## config.mk

```make
export PLATFORM = sky130hd
export DESIGN_NAME = lcd_nibble_interface_sequencer
export DESIGN_NICKNAME = d
export VERILOG_FILES = /design/src/design/lcdnib_pkg.sv /design/src/design/lcdnib_dp.sv /design/src/design/lcdnib_ctrl.sv /design/src/design/lcd_nibble_interface_sequencer.sv
export SDC_FILE = /design/constraint.sdc
export NUM_CORES = 1
export LEC_CHECK = 0
export BUFFER_PORTS_ARGS = -buffer_cell sky130_fd_sc_hd__buf_2
export CAP_MARGIN = 20
export CORE_ASPECT_RATIO = 0.9
export CORE_MARGIN = 3
export CORE_UTILIZATION = 54
export DETAILED_ROUTE_END_ITERATION = 16
export PLACE_DENSITY = 0.88
export SETUP_SLACK_MARGIN = 0.02
export SYNTH_ARGS = -nofsm -noshare
export SYNTH_HDL_FRONTEND = slang
export SYNTH_SLANG_ARGS = --single-unit
```

## constraint.sdc

```tcl
create_clock -name clock -period 3.5 [get_ports clock]
set_input_delay 0.175 -clock clock [delete_from_list [all_inputs] [get_ports clock]]
set_output_delay 0.175 -clock clock [all_outputs]
set_load 0.005 [all_outputs]
```

## src/design/lcdnib_pkg.sv

```systemverilog
// lcdnib_pkg: shared types, codes and tables for the lcd nibble interface sequencer
// used by lcdnib_ctrl, lcdnib_dp and lcd_nibble_interface_sequencer; depends on nothing
package lcdnib_pkg;

   // field widths
   localparam int CMD_W    = 3;
   localparam int BYTE_W   = 8;
   localparam int COL_W    = 6;
   localparam int NIB_W    = 4;
   localparam int WAIT_W   = 14;
   localparam int PHASE_W  = 3;
   localparam int IDX_W    = 3;

   // command codes
   localparam logic [CMD_W-1:0] CMD_INSTR = 3'd0;
   localparam logic [CMD_W-1:0] CMD_DATA  = 3'd1;
   localparam logic [CMD_W-1:0] CMD_INIT  = 3'd2;
   localparam logic [CMD_W-1:0] CMD_CLEAR = 3'd3;
   localparam logic [CMD_W-1:0] CMD_GOTO  = 3'd4;

   // hold times in microseconds
   localparam logic [WAIT_W-1:0] WAIT_POWER_UP = 14'd15000;
   localparam logic [WAIT_W-1:0] WAIT_STROBE   = 14'd1;

   // byte send phases
   localparam logic [PHASE_W-1:0] PH_SETUP = 3'd0;
   localparam logic [PHASE_W-1:0] PH_HI_EN = 3'd1;
   localparam logic [PHASE_W-1:0] PH_HI    = 3'd2;
   localparam logic [PHASE_W-1:0] PH_LO_EN = 3'd3;
   localparam logic [PHASE_W-1:0] PH_LO    = 3'd4;

   // index of the final set-up byte
   localparam logic [IDX_W-1:0] IDX_LAST = 3'd6;

   // fixed bytes
   localparam logic [BYTE_W-1:0] BYTE_CLEAR = 8'h01;

   // set-up byte table of the init sequence
   function automatic logic [BYTE_W-1:0] setup_byte(input logic [IDX_W-1:0] idx);
      logic [BYTE_W-1:0] b;
      case (idx)
         3'd0:    b = 8'h33;
         3'd1:    b = 8'h33;
         3'd2:    b = 8'h32;
         3'd3:    b = 8'h28;
         3'd4:    b = 8'h08;
         3'd5:    b = 8'h0F;
         3'd6:    b = 8'h01;
         default: b = 8'h01;
      endcase
      return b;
   endfunction

   // controller to datapath commands
   typedef struct packed {
      logic load;       // capture the accepted word
      logic emit_power; // emit the power-up wait state
      logic emit_phase; // emit the current byte phase and advance
   } dp_cmd_type;

   // datapath to controller status
   typedef struct packed {
      logic out_free;   // output register can take a new state
      logic seq_done;   // current phase is the final state of the command
   } dp_status_type;

endpackage

```

## src/design/lcdnib_dp.sv

```systemverilog
// lcdnib_dp: byte, phase and set-up index registers plus the registered output state
// depends on lcdnib_pkg
module lcdnib_dp (
   input  logic                               clock,
   input  logic                               reset,
   input  lcdnib_pkg::dp_cmd_type             cmd,
   output lcdnib_pkg::dp_status_type          status,
   input  logic [lcdnib_pkg::CMD_W-1:0]       in_command,
   input  logic [lcdnib_pkg::BYTE_W-1:0]      in_value,
   input  logic [lcdnib_pkg::COL_W-1:0]       in_column,
   input  logic                               in_row,
   output logic                               out_valid,
   input  logic                               out_ready,
   output logic                               out_reg_select,
   output logic                               out_enable,
   output logic [lcdnib_pkg::NIB_W-1:0]       out_nibble,
   output logic [lcdnib_pkg::WAIT_W-1:0]      out_wait_us,
   output logic                               out_last
);

   logic [lcdnib_pkg::BYTE_W-1:0]  byte_ff, byte_in;
   logic                           rs_ff, rs_in;
   logic                           init_ff, init_in;
   logic [lcdnib_pkg::PHASE_W-1:0] phase_ff, phase_in;
   logic [lcdnib_pkg::IDX_W-1:0]   idx_ff, idx_in;
   logic                           valid_ff, valid_in;
   logic                           o_rs_ff, o_rs_in;
   logic                           o_en_ff, o_en_in;
   logic [lcdnib_pkg::NIB_W-1:0]   o_nib_ff, o_nib_in;
   logic [lcdnib_pkg::WAIT_W-1:0]  o_wait_ff, o_wait_in;
   logic                           o_last_ff, o_last_in;

   logic [lcdnib_pkg::BYTE_W-1:0]  cur_byte;
   logic [lcdnib_pkg::BYTE_W-1:0]  load_byte;
   logic [lcdnib_pkg::NIB_W-1:0]   hi_nib;
   logic [lcdnib_pkg::NIB_W-1:0]   lo_nib;
   logic                           phase_end;
   logic                           seq_end;

   // byte to send for the accepted word
   always_comb begin
      case (in_command)
         lcdnib_pkg::CMD_INSTR: load_byte = in_value;
         lcdnib_pkg::CMD_DATA:  load_byte = in_value;
         lcdnib_pkg::CMD_CLEAR: load_byte = lcdnib_pkg::BYTE_CLEAR;
         lcdnib_pkg::CMD_GOTO:  load_byte = {1'b1, in_row, in_column};
         default:               load_byte = '0;
      endcase
   end

   // current byte: table entry during init, captured byte otherwise
   assign cur_byte  = init_ff ? lcdnib_pkg::setup_byte(idx_ff) : byte_ff;
   assign hi_nib    = cur_byte[7:4];
   assign lo_nib    = cur_byte[3:0];
   assign phase_end = (phase_ff == lcdnib_pkg::PH_LO);
   assign seq_end   = phase_end && (!init_ff || idx_ff == lcdnib_pkg::IDX_LAST);

   // status to the controller
   assign status.out_free = !valid_ff || out_ready;
   assign status.seq_done = seq_end;

   // sequence registers
   always_comb begin
      byte_in  = byte_ff;
      rs_in    = rs_ff;
      init_in  = init_ff;
      phase_in = phase_ff;
      idx_in   = idx_ff;
      if (cmd.load) begin
         byte_in  = load_byte;
         rs_in    = (in_command == lcdnib_pkg::CMD_DATA);
         init_in  = (in_command == lcdnib_pkg::CMD_INIT);
         phase_in = lcdnib_pkg::PH_SETUP;
         idx_in   = '0;
      end else if (cmd.emit_phase) begin
         if (phase_end) begin
            phase_in = lcdnib_pkg::PH_SETUP;
            idx_in   = idx_ff + 1'b1;
         end else begin
            phase_in = phase_ff + 1'b1;
         end
      end
   end

   // next output state
   always_comb begin
      valid_in  = valid_ff;
      o_rs_in   = o_rs_ff;
      o_en_in   = o_en_ff;
      o_nib_in  = o_nib_ff;
      o_wait_in = o_wait_ff;
      o_last_in = o_last_ff;
      if (out_ready) begin
         valid_in = 1'b0;
      end
      if (cmd.emit_power) begin
         valid_in  = 1'b1;
         o_rs_in   = 1'b0;
         o_en_in   = 1'b0;
         o_nib_in  = '0;
         o_wait_in = lcdnib_pkg::WAIT_POWER_UP;
         o_last_in = 1'b0;
      end else if (cmd.emit_phase) begin
         valid_in  = 1'b1;
         o_rs_in   = rs_ff;
         o_wait_in = lcdnib_pkg::WAIT_STROBE;
         o_last_in = seq_end;
         case (phase_ff)
            lcdnib_pkg::PH_SETUP: begin
               o_en_in  = 1'b0;
               o_nib_in = '0;
            end
            lcdnib_pkg::PH_HI_EN: begin
               o_en_in  = 1'b1;
               o_nib_in = hi_nib;
            end
            lcdnib_pkg::PH_HI: begin
               o_en_in  = 1'b0;
               o_nib_in = hi_nib;
            end
            lcdnib_pkg::PH_LO_EN: begin
               o_en_in  = 1'b1;
               o_nib_in = lo_nib;
            end
            default: begin
               o_en_in  = 1'b0;
               o_nib_in = lo_nib;
            end
         endcase
      end
   end

   // control registers
   always_ff @(posedge clock) begin
      if (reset) begin
         valid_ff <= 1'b0;
         init_ff  <= 1'b0;
         phase_ff <= lcdnib_pkg::PH_SETUP;
         idx_ff   <= '0;
      end else begin
         valid_ff <= valid_in;
         init_ff  <= init_in;
         phase_ff <= phase_in;
         idx_ff   <= idx_in;
      end
   end

   // payload registers
   always_ff @(posedge clock) begin
      byte_ff   <= byte_in;
      rs_ff     <= rs_in;
      o_rs_ff   <= o_rs_in;
      o_en_ff   <= o_en_in;
      o_nib_ff  <= o_nib_in;
      o_wait_ff <= o_wait_in;
      o_last_ff <= o_last_in;
   end

   assign out_valid      = valid_ff;
   assign out_reg_select = o_rs_ff;
   assign out_enable     = o_en_ff;
   assign out_nibble     = o_nib_ff;
   assign out_wait_us    = o_wait_ff;
   assign out_last       = o_last_ff;

endmodule

```

## src/design/lcdnib_ctrl.sv

```systemverilog
// lcdnib_ctrl: one-hot state machine that accepts a word and steps the datapath
// depends on lcdnib_pkg
module lcdnib_ctrl (
   input  logic                          clock,
   input  logic                          reset,
   input  logic                          in_valid,
   output logic                          in_ready,
   input  logic [lcdnib_pkg::CMD_W-1:0]  in_command,
   input  lcdnib_pkg::dp_status_type     status,
   output lcdnib_pkg::dp_cmd_type        cmd
);

   typedef enum logic [2:0] {
      ST_IDLE  = 3'b001,
      ST_POWER = 3'b010,
      ST_SEND  = 3'b100
   } state_type;

   state_type state_ff, state_in;
   logic      cmd_known;

   // codes above goto carry no work
   assign cmd_known = (in_command <= lcdnib_pkg::CMD_GOTO);
   assign in_ready  = (state_ff == ST_IDLE);

   // next state and datapath commands
   always_comb begin
      state_in       = state_ff;
      cmd.load       = 1'b0;
      cmd.emit_power = 1'b0;
      cmd.emit_phase = 1'b0;
      case (state_ff)
         ST_IDLE: begin
            if (in_valid && cmd_known) begin
               cmd.load = 1'b1;
               state_in = (in_command == lcdnib_pkg::CMD_INIT) ? ST_POWER : ST_SEND;
            end
         end
         ST_POWER: begin
            if (status.out_free) begin
               cmd.emit_power = 1'b1;
               state_in       = ST_SEND;
            end
         end
         ST_SEND: begin
            if (status.out_free) begin
               cmd.emit_phase = 1'b1;
               if (status.seq_done) begin
                  state_in = ST_IDLE;
               end
            end
         end
         default: begin
            state_in = ST_IDLE;
         end
      endcase
   end

   // state register
   always_ff @(posedge clock) begin
      if (reset) begin
         state_ff <= ST_IDLE;
      end else begin
         state_ff <= state_in;
      end
   end

endmodule

```

## src/design/lcd_nibble_interface_sequencer.sv

```systemverilog
// lcd_nibble_interface_sequencer: top level joining controller and datapath
// depends on lcdnib_pkg, lcdnib_ctrl and lcdnib_dp
//
// Turns commands for a character LCD on a 4-bit bus into a stream of pin states.
// Request channel (req_): one word per command, with command, value, column and row.
// Response channel (rsp_): one word per pin state: enable, data nibble and hold
// time in tdata, register select in tuser, and tlast on the final state.
// Instruction, data, clear and goto give 5 states; init gives 36 states
// (a 15000 us power-up wait, then seven set-up bytes). Command codes 5 to 7
// are accepted and give nothing.
// After a request is accepted, the state machine enters its send (or power-up) state
// and then loads the first state into the output register, for init as for every
// other command; then one state per cycle while the receiver takes them.
// The state machine steps the command one pin state at a time through the single
// output register.
// req_tready is high only while no command is in progress; the next command may
// be taken while the final state still waits in the output register.
// A stall on rsp_tready holds the state in the output register and freezes the
// sequence. Synchronous reset drops rsp_tvalid, abandons any command and
// returns to waiting for a request.
module lcd_nibble_interface_sequencer (
   input  logic        clock,
   input  logic        reset,
   input  logic        req_tvalid,
   output logic        req_tready,
   input  logic [23:0] req_tdata,  // command[2:0], value[10:3], column[16:11], row[17]
   output logic        rsp_tvalid,
   input  logic        rsp_tready,
   output logic [23:0] rsp_tdata,  // enable[0], data_nibble[4:1], wait_us[18:5]
   output logic        rsp_tuser,  // reg_select[0]
   output logic        rsp_tlast
);

   lcdnib_pkg::dp_cmd_type    cmd;
   lcdnib_pkg::dp_status_type status;

   logic [lcdnib_pkg::CMD_W-1:0]  req_command;
   logic [lcdnib_pkg::BYTE_W-1:0] req_value;
   logic [lcdnib_pkg::COL_W-1:0]  req_column;
   logic                          req_row;
   logic                          rsp_enable;
   logic [lcdnib_pkg::NIB_W-1:0]  rsp_nibble;
   logic [lcdnib_pkg::WAIT_W-1:0] rsp_wait_us;

   // unpack request word
   assign req_command = req_tdata[2:0];
   assign req_value   = req_tdata[10:3];
   assign req_column  = req_tdata[16:11];
   assign req_row     = req_tdata[17];

   lcdnib_ctrl u_ctrl (
      .clock      (clock),
      .reset      (reset),
      .in_valid   (req_tvalid),
      .in_ready   (req_tready),
      .in_command (req_command),
      .status     (status),
      .cmd        (cmd)
   );

   lcdnib_dp u_dp (
      .clock          (clock),
      .reset          (reset),
      .cmd            (cmd),
      .status         (status),
      .in_command     (req_command),
      .in_value       (req_value),
      .in_column      (req_column),
      .in_row         (req_row),
      .out_valid      (rsp_tvalid),
      .out_ready      (rsp_tready),
      .out_reg_select (rsp_tuser),
      .out_enable     (rsp_enable),
      .out_nibble     (rsp_nibble),
      .out_wait_us    (rsp_wait_us),
      .out_last       (rsp_tlast)
   );

   // pack response word
   assign rsp_tdata = {5'b0, rsp_wait_us, rsp_nibble, rsp_enable};

endmodule

```

==> results of run 1 <==
cells in the mapped netlist (2+ instances only):
cell	count
a22oi_1	10
dfxtp_1	20
mux2i_1	3
nor2_1	27
clkbuf_1	4
o21ai_0	8
a211oi_1	3
nand3_1	4
a21oi_1	13
o21bai_1	3
nand2b_1	3
nor2b_1	5
nor3b_1	3
ha_1	9
inv_1	10
nor3_1	4
nand2_1	11
o211ai_1	2
xnor2_1	2
nand3b_1	2
buf_4	19
edfxtp_1	9
registers in the layout (all words and copies together), names as in the netlist:
signal	cells
u_dp.byte_ff	8
u_dp.out_nibble	4
u_ctrl.state_ff	3
u_dp.idx_ff	3
u_dp.phase_ff	3
u_dp.out_wait_us	2
u_dp.init_ff	1
u_dp.out_enable	1
u_dp.out_last	1
u_dp.out_reg_select	1
u_dp.out_valid	1
u_dp.rs_ff	1
cell families after synthesis:
family | after synthesis | share of synthesized area, %
simple gates | 67 | 20.7
compound gates | 45 | 17.1
buf+inv | 34 | 11.9
flops | 29 | 39.9
fa+ha+maj | 9 | 6.69
mux | 4 | 2.45
xor+xnor | 2 | 1.04
other cells | 1 | 0.223
power breakdown:
part	internal, mW	total, mW	switching (mW)
Sequential	0.401	0.434	0.0325
Clock	0.0990	0.204	0.105
Combinational	0.0990	0.186	0.0868
Total	0.599	0.823	0.224
per-stage QoR:
| stage | power (mW) | worst slack, ns | cells |
|---|---|---|---|
| after floorplan | 0.588 | 1.99 | 201 |
| after global placement | 0.624 | 1.86 | 256 |
| after detailed placement | 0.629 | 1.80 | 256 |
| after CTS | 0.831 | 1.79 | 264 |
| after global routing | 0.874 | 1.59 | 264 |
| final | 0.823 | 1.79 | 264 |
critical path: stages (launching register included):
cell	delay [ns]
dfxtp_1	0.51
nor3b_1	0.31
nand2b_1	0.30
or3_1	0.39
a21oi_1	0.14
per-layer routing:
metal / share of wire [%] / global-route usage (%)
met4: 1.2 / 9.04
met3: 7.4 / 4.01
met1: 47 / 22.0
met5: 0 / 0
met2: 44 / 28.0
final timing paths:
kind,slack (ns),endpoint,startpoint
max,1.79,u_dp.out_enable,u_ctrl.state_ff[2]
min,0.06,u_dp.out_valid,reset
max reg2reg,1.79,u_dp.out_enable,u_ctrl.state_ff[2]
min reg2reg,0.46,u_dp.out_reg_select,u_dp.out_reg_select
layout make-up:
class | instances | area share (%)
sequential | 29 | 36.0
tap | 40 | 2.68
timing repair buffer | 39 | 10.6
clock buffer | 8 | 3.15
inverter | 10 | 2.01
multi-input combinational | 138 | 45.6
==> metrics.md, run 1 <==
| Metric | Value |
|---|---|
| Post-synth EDFFs | 9 |
| Post-Syn Instances | 191 |
| Initial antenna violation count | 0 |
| Layout cells sized above 1 | between 20% and 30% |
| Setup Skew | around 0.0085 ns |
| Max VDD drop | 0.251 mV |
| Dpl hpwl | 2360 um |
| Post-CTS Hold Fix Bufs | 0 |
| Most common cell after layout, fill and taps aside | buf_2 |
| Area leader, netlist | dfxtp_1 |
| Fill count | 240 |
| Antenna diode count | 0 |
| Reg clk slew, reported paths | 0.09 ns |
| Final Hold Fails | 0 |
| Synth Cell Area | approximately 1700 um2 |
| Gr usage total | 17.4% |
| Final Max Tran Viols | 0 |
| ANT nets after route | 0 |
| Prevailing post-synth register cell | dfxtp_1 |
| PostCTS Resize Cnt | 0 |
| Die Width | 64.8 um |
| Gr ovfl total | 0 |
| Measured slew at the worst slew-check pin | around 0.62 ns |
| Fmax | 0.586 GHz |
| Tmin final | 1.71 ns |
| Drt pass-1 iters | 4 |
| Arrival @ worst endpoint | 1.96 ns |
| Setup TNS Final | 0 ns |
| Multi-input gate area | 850 um2 |
| Hold depth | 2 |
| Final WL | 3060 um |
| Netlist cell types | 39 |
| Normalized max-slew margin | 58.6% |
| Fin area | between 1500 and 2000 um2 |
| Cell Rows | 18 |
| Setup bufs post-CTS | 0 |
| Root Buffer | clkbuf_4 |
| Critical path required time | 3.76 ns |
| Critical Path Sink Type | register |
| Placed instance area | about 1800 um2 |
| Io pins | 56 |
| Port bufs | 38 |
| Worst-case clock buffer depth | 2 |
| Yosys warns | 0 |
| DRT iter0 DRCs | 46 |
| #FFs+latches synth | 29 |
| Final RePlAce weighted congestion | 0.828 |
| Starting density of the core | roughly 59% |
| Final Hold Slack | 0.0645 ns |
| Via/cell ratio | 5.14 |
| CTS tree | yes |
| Fin util | 65.2% |
| DIE HEIGHT | 59.0 um |
| Clk sinks | 29 |
| Max-cap viol count | 0 |
| DRC Markers | 0 |
| Startpoint Class | register |
| Area contributors post-synth | dfxtp_1 24%, edfxtp_1 16%, buf_4 8.5% |
| # setup viols final | 0 |
| Die area | around 3800 um2 |
| Register area share after synthesis | between 30% and 40% |
| Crit path kind | reg2reg |
| First-pass GRT wire length | 5150 um |
| Nets | 260 |
| WL per Instance | 11.6 um |
| Hold Path Class | in2reg |
| Clk_lat worst skew | 0.32 ns |
| Fin crit share | 48.8% |
| Vias in the first global route | 1233 |
| Avg Cell Area, Syn | between 8 and 9 um2 |
| FF/Latch Area | 671 um2 |
| Pwr Density | 441 nW/um2 |
| Reg2Reg Depth | 4 |
| Leakage | approximately 0.8 nW |
| Most frequent cells in the layout | 38 x buf_2, 27 x nor2_1, 20 x dfxtp_1, 13 x a21oi_1 |
| Unrepaired setup endpoints after global routing | false |
| Share of the synthesized area in the top cell type | 23.8% |
| Vias after detailed routing | 1358 |
| Area growth, synth to finish | 10.8% |
| CP Max Fanout | 11 |
| Async set or reset register ratio after synthesis | 0% |
| Outcome | finished clean |
| Largest net degree at the start of global routing | 14 |
| CTS Buf Count | 5 |
| Core area | 2860 um2 |
| Max H-tree Level | 2 |
(Power assumes the default switching activity.)
==> run 2: changes to the inputs <==
--- a/config.mk
+++ b/config.mk
@@ -5,13 +5,14 @@
 export SDC_FILE = /design/constraint.sdc
 export NUM_CORES = 1
 export LEC_CHECK = 0
+export ABC_AREA = 1
 export BUFFER_PORTS_ARGS = -buffer_cell sky130_fd_sc_hd__buf_2
 export CAP_MARGIN = 20
 export CORE_ASPECT_RATIO = 0.9
 export CORE_MARGIN = 3
-export CORE_UTILIZATION = 54
+export CORE_UTILIZATION = 50
 export DETAILED_ROUTE_END_ITERATION = 16
-export PLACE_DENSITY = 0.88
+export PLACE_DENSITY = 0.82
 export SETUP_SLACK_MARGIN = 0.02
 export SYNTH_ARGS = -nofsm -noshare
 export SYNTH_HDL_FRONTEND = slang
==> constraint.sdc (replaced) <==
create_clock -name clock -period 1.8 [get_ports clock]
set_input_delay 0.09 -clock clock [delete_from_list [all_inputs] [get_ports clock]]
set_output_delay 0.09 -clock clock [all_outputs]
set_load 0.005 [all_outputs]
==> run 2 against run 1 <==
  * Clock power increased to 2.6 times the previous value
  * Synthesized cell count increased by 18%
  * Cell count increased by 15%
  * Non-clock buffer count unchanged
  * Critical path type unchanged
  * Die area increased by 7.7%
  * Worst setup slack got worse by 1.5 ns
  * Largest cell class unchanged
  * Sequential power increased by 120%
  * Total power increased to 2.6 times the previous value
  * Utilization decreased by 4.1 points
  * Critical endpoint is now u_dp.out_nibble[1]
==> metrics.md, run 2 <==
| Metric | Value |
|---|---|
| DRC Markers | 0 |
| Post-synth EDFFs | 9 |
| Final Hold Slack | 0.0203 ns |
| Via/cell ratio | 4.75 |
| Critical path required time | 1.97 ns |
| Critical Path Sink Type | register |
| Tot Pwr | 2.12 mW |
| Register area share after synthesis | 39.6% |
| Crit path top cell by count | inv_1 |
| Yosys warns | 0 |
| Cell Rows | 19 |
| Setup TNS Final | 0 ns |
| Layout cells sized above 1 | 20.3% |
| # setup viols final | 0 |
| Setup WS post-layout | between 0.3 and 0.4 ns |
| Drt pass-1 iters | 4 |
| ANT nets after route | 0 |
| Fin crit share | 82.8% |
| Register with the most flip-flops | u_dp.byte_ff |
| Synth Cell Area | 1690 um2 |
| Initial antenna violation count | 0 |
| Die area | 4120 um2 |
| Worst-case clock buffer depth | 2 |
| Crit-path max cell delay | 0.41 ns |
| Setup Skew | 0.00596 ns |
| Largest net degree at the start of global routing | 15 |
| Vias after detailed routing | around 1400 |
| Area leader, netlist | dfxtp_1 |
| Gr usage total | 17.5% |
| Netlist cell types | 25 |
| Area contributors post-synth | dfxtp_1 24%, edfxtp_1 16%, nand2_1 10% |
| Antenna diode count | 0 |
| Unrepaired setup endpoints after global routing | false |
| Most instantiated library cell after synthesis | nand2_1 |
| Startpoint Class | register |
| Crit path kind | reg2reg |
| Commonest cells post-synth | 45 x nand2_1, 38 x inv_1, 20 x dfxtp_1 |
| Area growth, synth to finish | 13.4% |
| Leakage | 0.956 nW |
| Io pins | 56 |
| CTS Buf Count | 5 |
| Pwr Density | 1100 nW/um2 |
| Final Non-Filler Cells | 303 |
| Max-cap viol count | 0 |
| Tmin final | 1.49 ns |
| CP Max Fanout | 5 |
| Most common cell after layout, fill and taps aside | nand2_1 |
| Slowest cell on crit path | dfxtp_1 |
| Async set or reset register ratio after synthesis | 0% |
| Port bufs | 38 |
| Dpl cells | between 200 and 300 |
| Max H-tree Level | 2 |
| First-pass GRT wire length | 5380 um |
| Hold Path Class | in2reg |
| Root Buffer | clkbuf_8 |
| Post-CTS Hold Fix Bufs | 0 |
| Core area | 3140 um2 |
| Most frequent cells in the layout | 45 x nand2_1, 38 x inv_1, 38 x buf_2, 20 x dfxtp_1, 18 x nor2_1 |
| WL per Instance | slightly above 10 um |
| Final WL | a little over 3000 um |
| DIE HEIGHT | 61.2 um |
| Clk sinks | 29 |
| Fmax | 0.671 GHz |
| Reg clk slew, reported paths | 0.06 ns |
| Gr ovfl total | 0 |
| CTS tree | yes |
| Dpl hpwl | about 2500 um |
| Final Max Tran Viols | 0 |
| Clk_lat worst skew | 0.27 ns |
| Max VDD drop | between 0.5 and 0.6 mV |
| Prevailing post-synth register cell | dfxtp_1 |
| DRT iter0 DRCs | 66 |
| Vias in the first global route | 1291 |
| Nets | 297 |
| Die Width | 67.3 um |
| Share of the synthesized area in the top cell type | 23.7% |
| Final Hold Fails | 0 |
| Cell chain of the critical path | inv_1 > ha_1 > nor2_1 > nor2_1 > inv_1 > nand3_1 > nand2_1 > nand3_1 > nand2_1 > inv_1 |
| Post-Syn Instances | about 230 |
| Avg Cell Area, Syn | 7.52 um2 |
| PostCTS Resize Cnt | 0 |
| Pre-CTS setup slack | 0.281 ns |
| #FFs+latches synth | 29 |
| Arrival @ worst endpoint | ~1.7 ns |
| Final RePlAce weighted congestion | 0.889 |
| Starting density of the core | between 50 and 60% |
| Outcome | finished clean |
| Setup bufs post-CTS | 0 |
| Number of flip-flops under the largest register name | 8 |
## run 2: cells by family (layout without fill, tap and decap cells)
kind of cell / Yosys count / count (layout) / synth area share (%)
simple gates: 84 / 84 / 21.7
buf+inv: 59 / 85 / 17.4
compound gates: 42 / 42 / 13.9
flops: 29 / 29 / 39.6
fa+ha+maj: 9 / 9 / 6.66
other cells: 1 / 11 / 0.222
xor+xnor: 1 / 1 / 0.518
## run 2: critical path, delay by kind of cell, from the launching register on
| family | cells | cell delay (ns) |
|---|---|---|
| and+or+nand+nor | 6 | 0.54 |
| DFF | 1 | 0.41 |
| buffers and inverters | 3 | 0.23 |
| adders and majority gates | 1 | 0.20 |
## run 2: final cells by class
cell class,count,area (um2)
fill,313,1220
clock buffer,8,90.1
multi-input combinational,147,764
inverter,38,143
tap,42,52.6
sequential,29,671
timing repair buffer,39,198
## run 2: path summary, 6_finish.rpt
path / start / cells past startpoint / slack (ns) / to
min reg2reg: u_dp.out_enable / 2 / 0.47 / u_dp.out_enable
max: u_dp.idx_ff[0] / 10 / 0.31 / u_dp.out_nibble[1]
max reg2reg: u_dp.idx_ff[0] / 10 / 0.31 / u_dp.out_nibble[1]
min: reset / 2 / 0.02 / u_ctrl.state_ff[1]
## run 2: through the flow
step / instance area (um2) / utilization, %
after floorplan: 1730 / -
after global placement: 1830 / 58.3
after detailed placement: 1830 / 58.3
after CTS: 1920 / 61.1
after global routing: 1920 / 61.1
final: 1920 / 61.1
## run 2: per-layer routing
layer,up-vias,part of all wire [%],track usage [%],routed length (um)
li1,750,-,-,-
met1,605,45,22.4,1410
met2,77,44,28.6,1360
met3,8,8.7,3.47,269
met4,0,2.1,8.67,65
met5,-,0,0,0
## run 2: where the power goes
| group | internal (mW) | switching, mW |
|---|---|---|
| combinational | 0.287 | 0.358 |
| sequential | 0.849 | 0.0910 |
| clock | 0.311 | 0.220 |
| total | 1.45 | 0.669 |
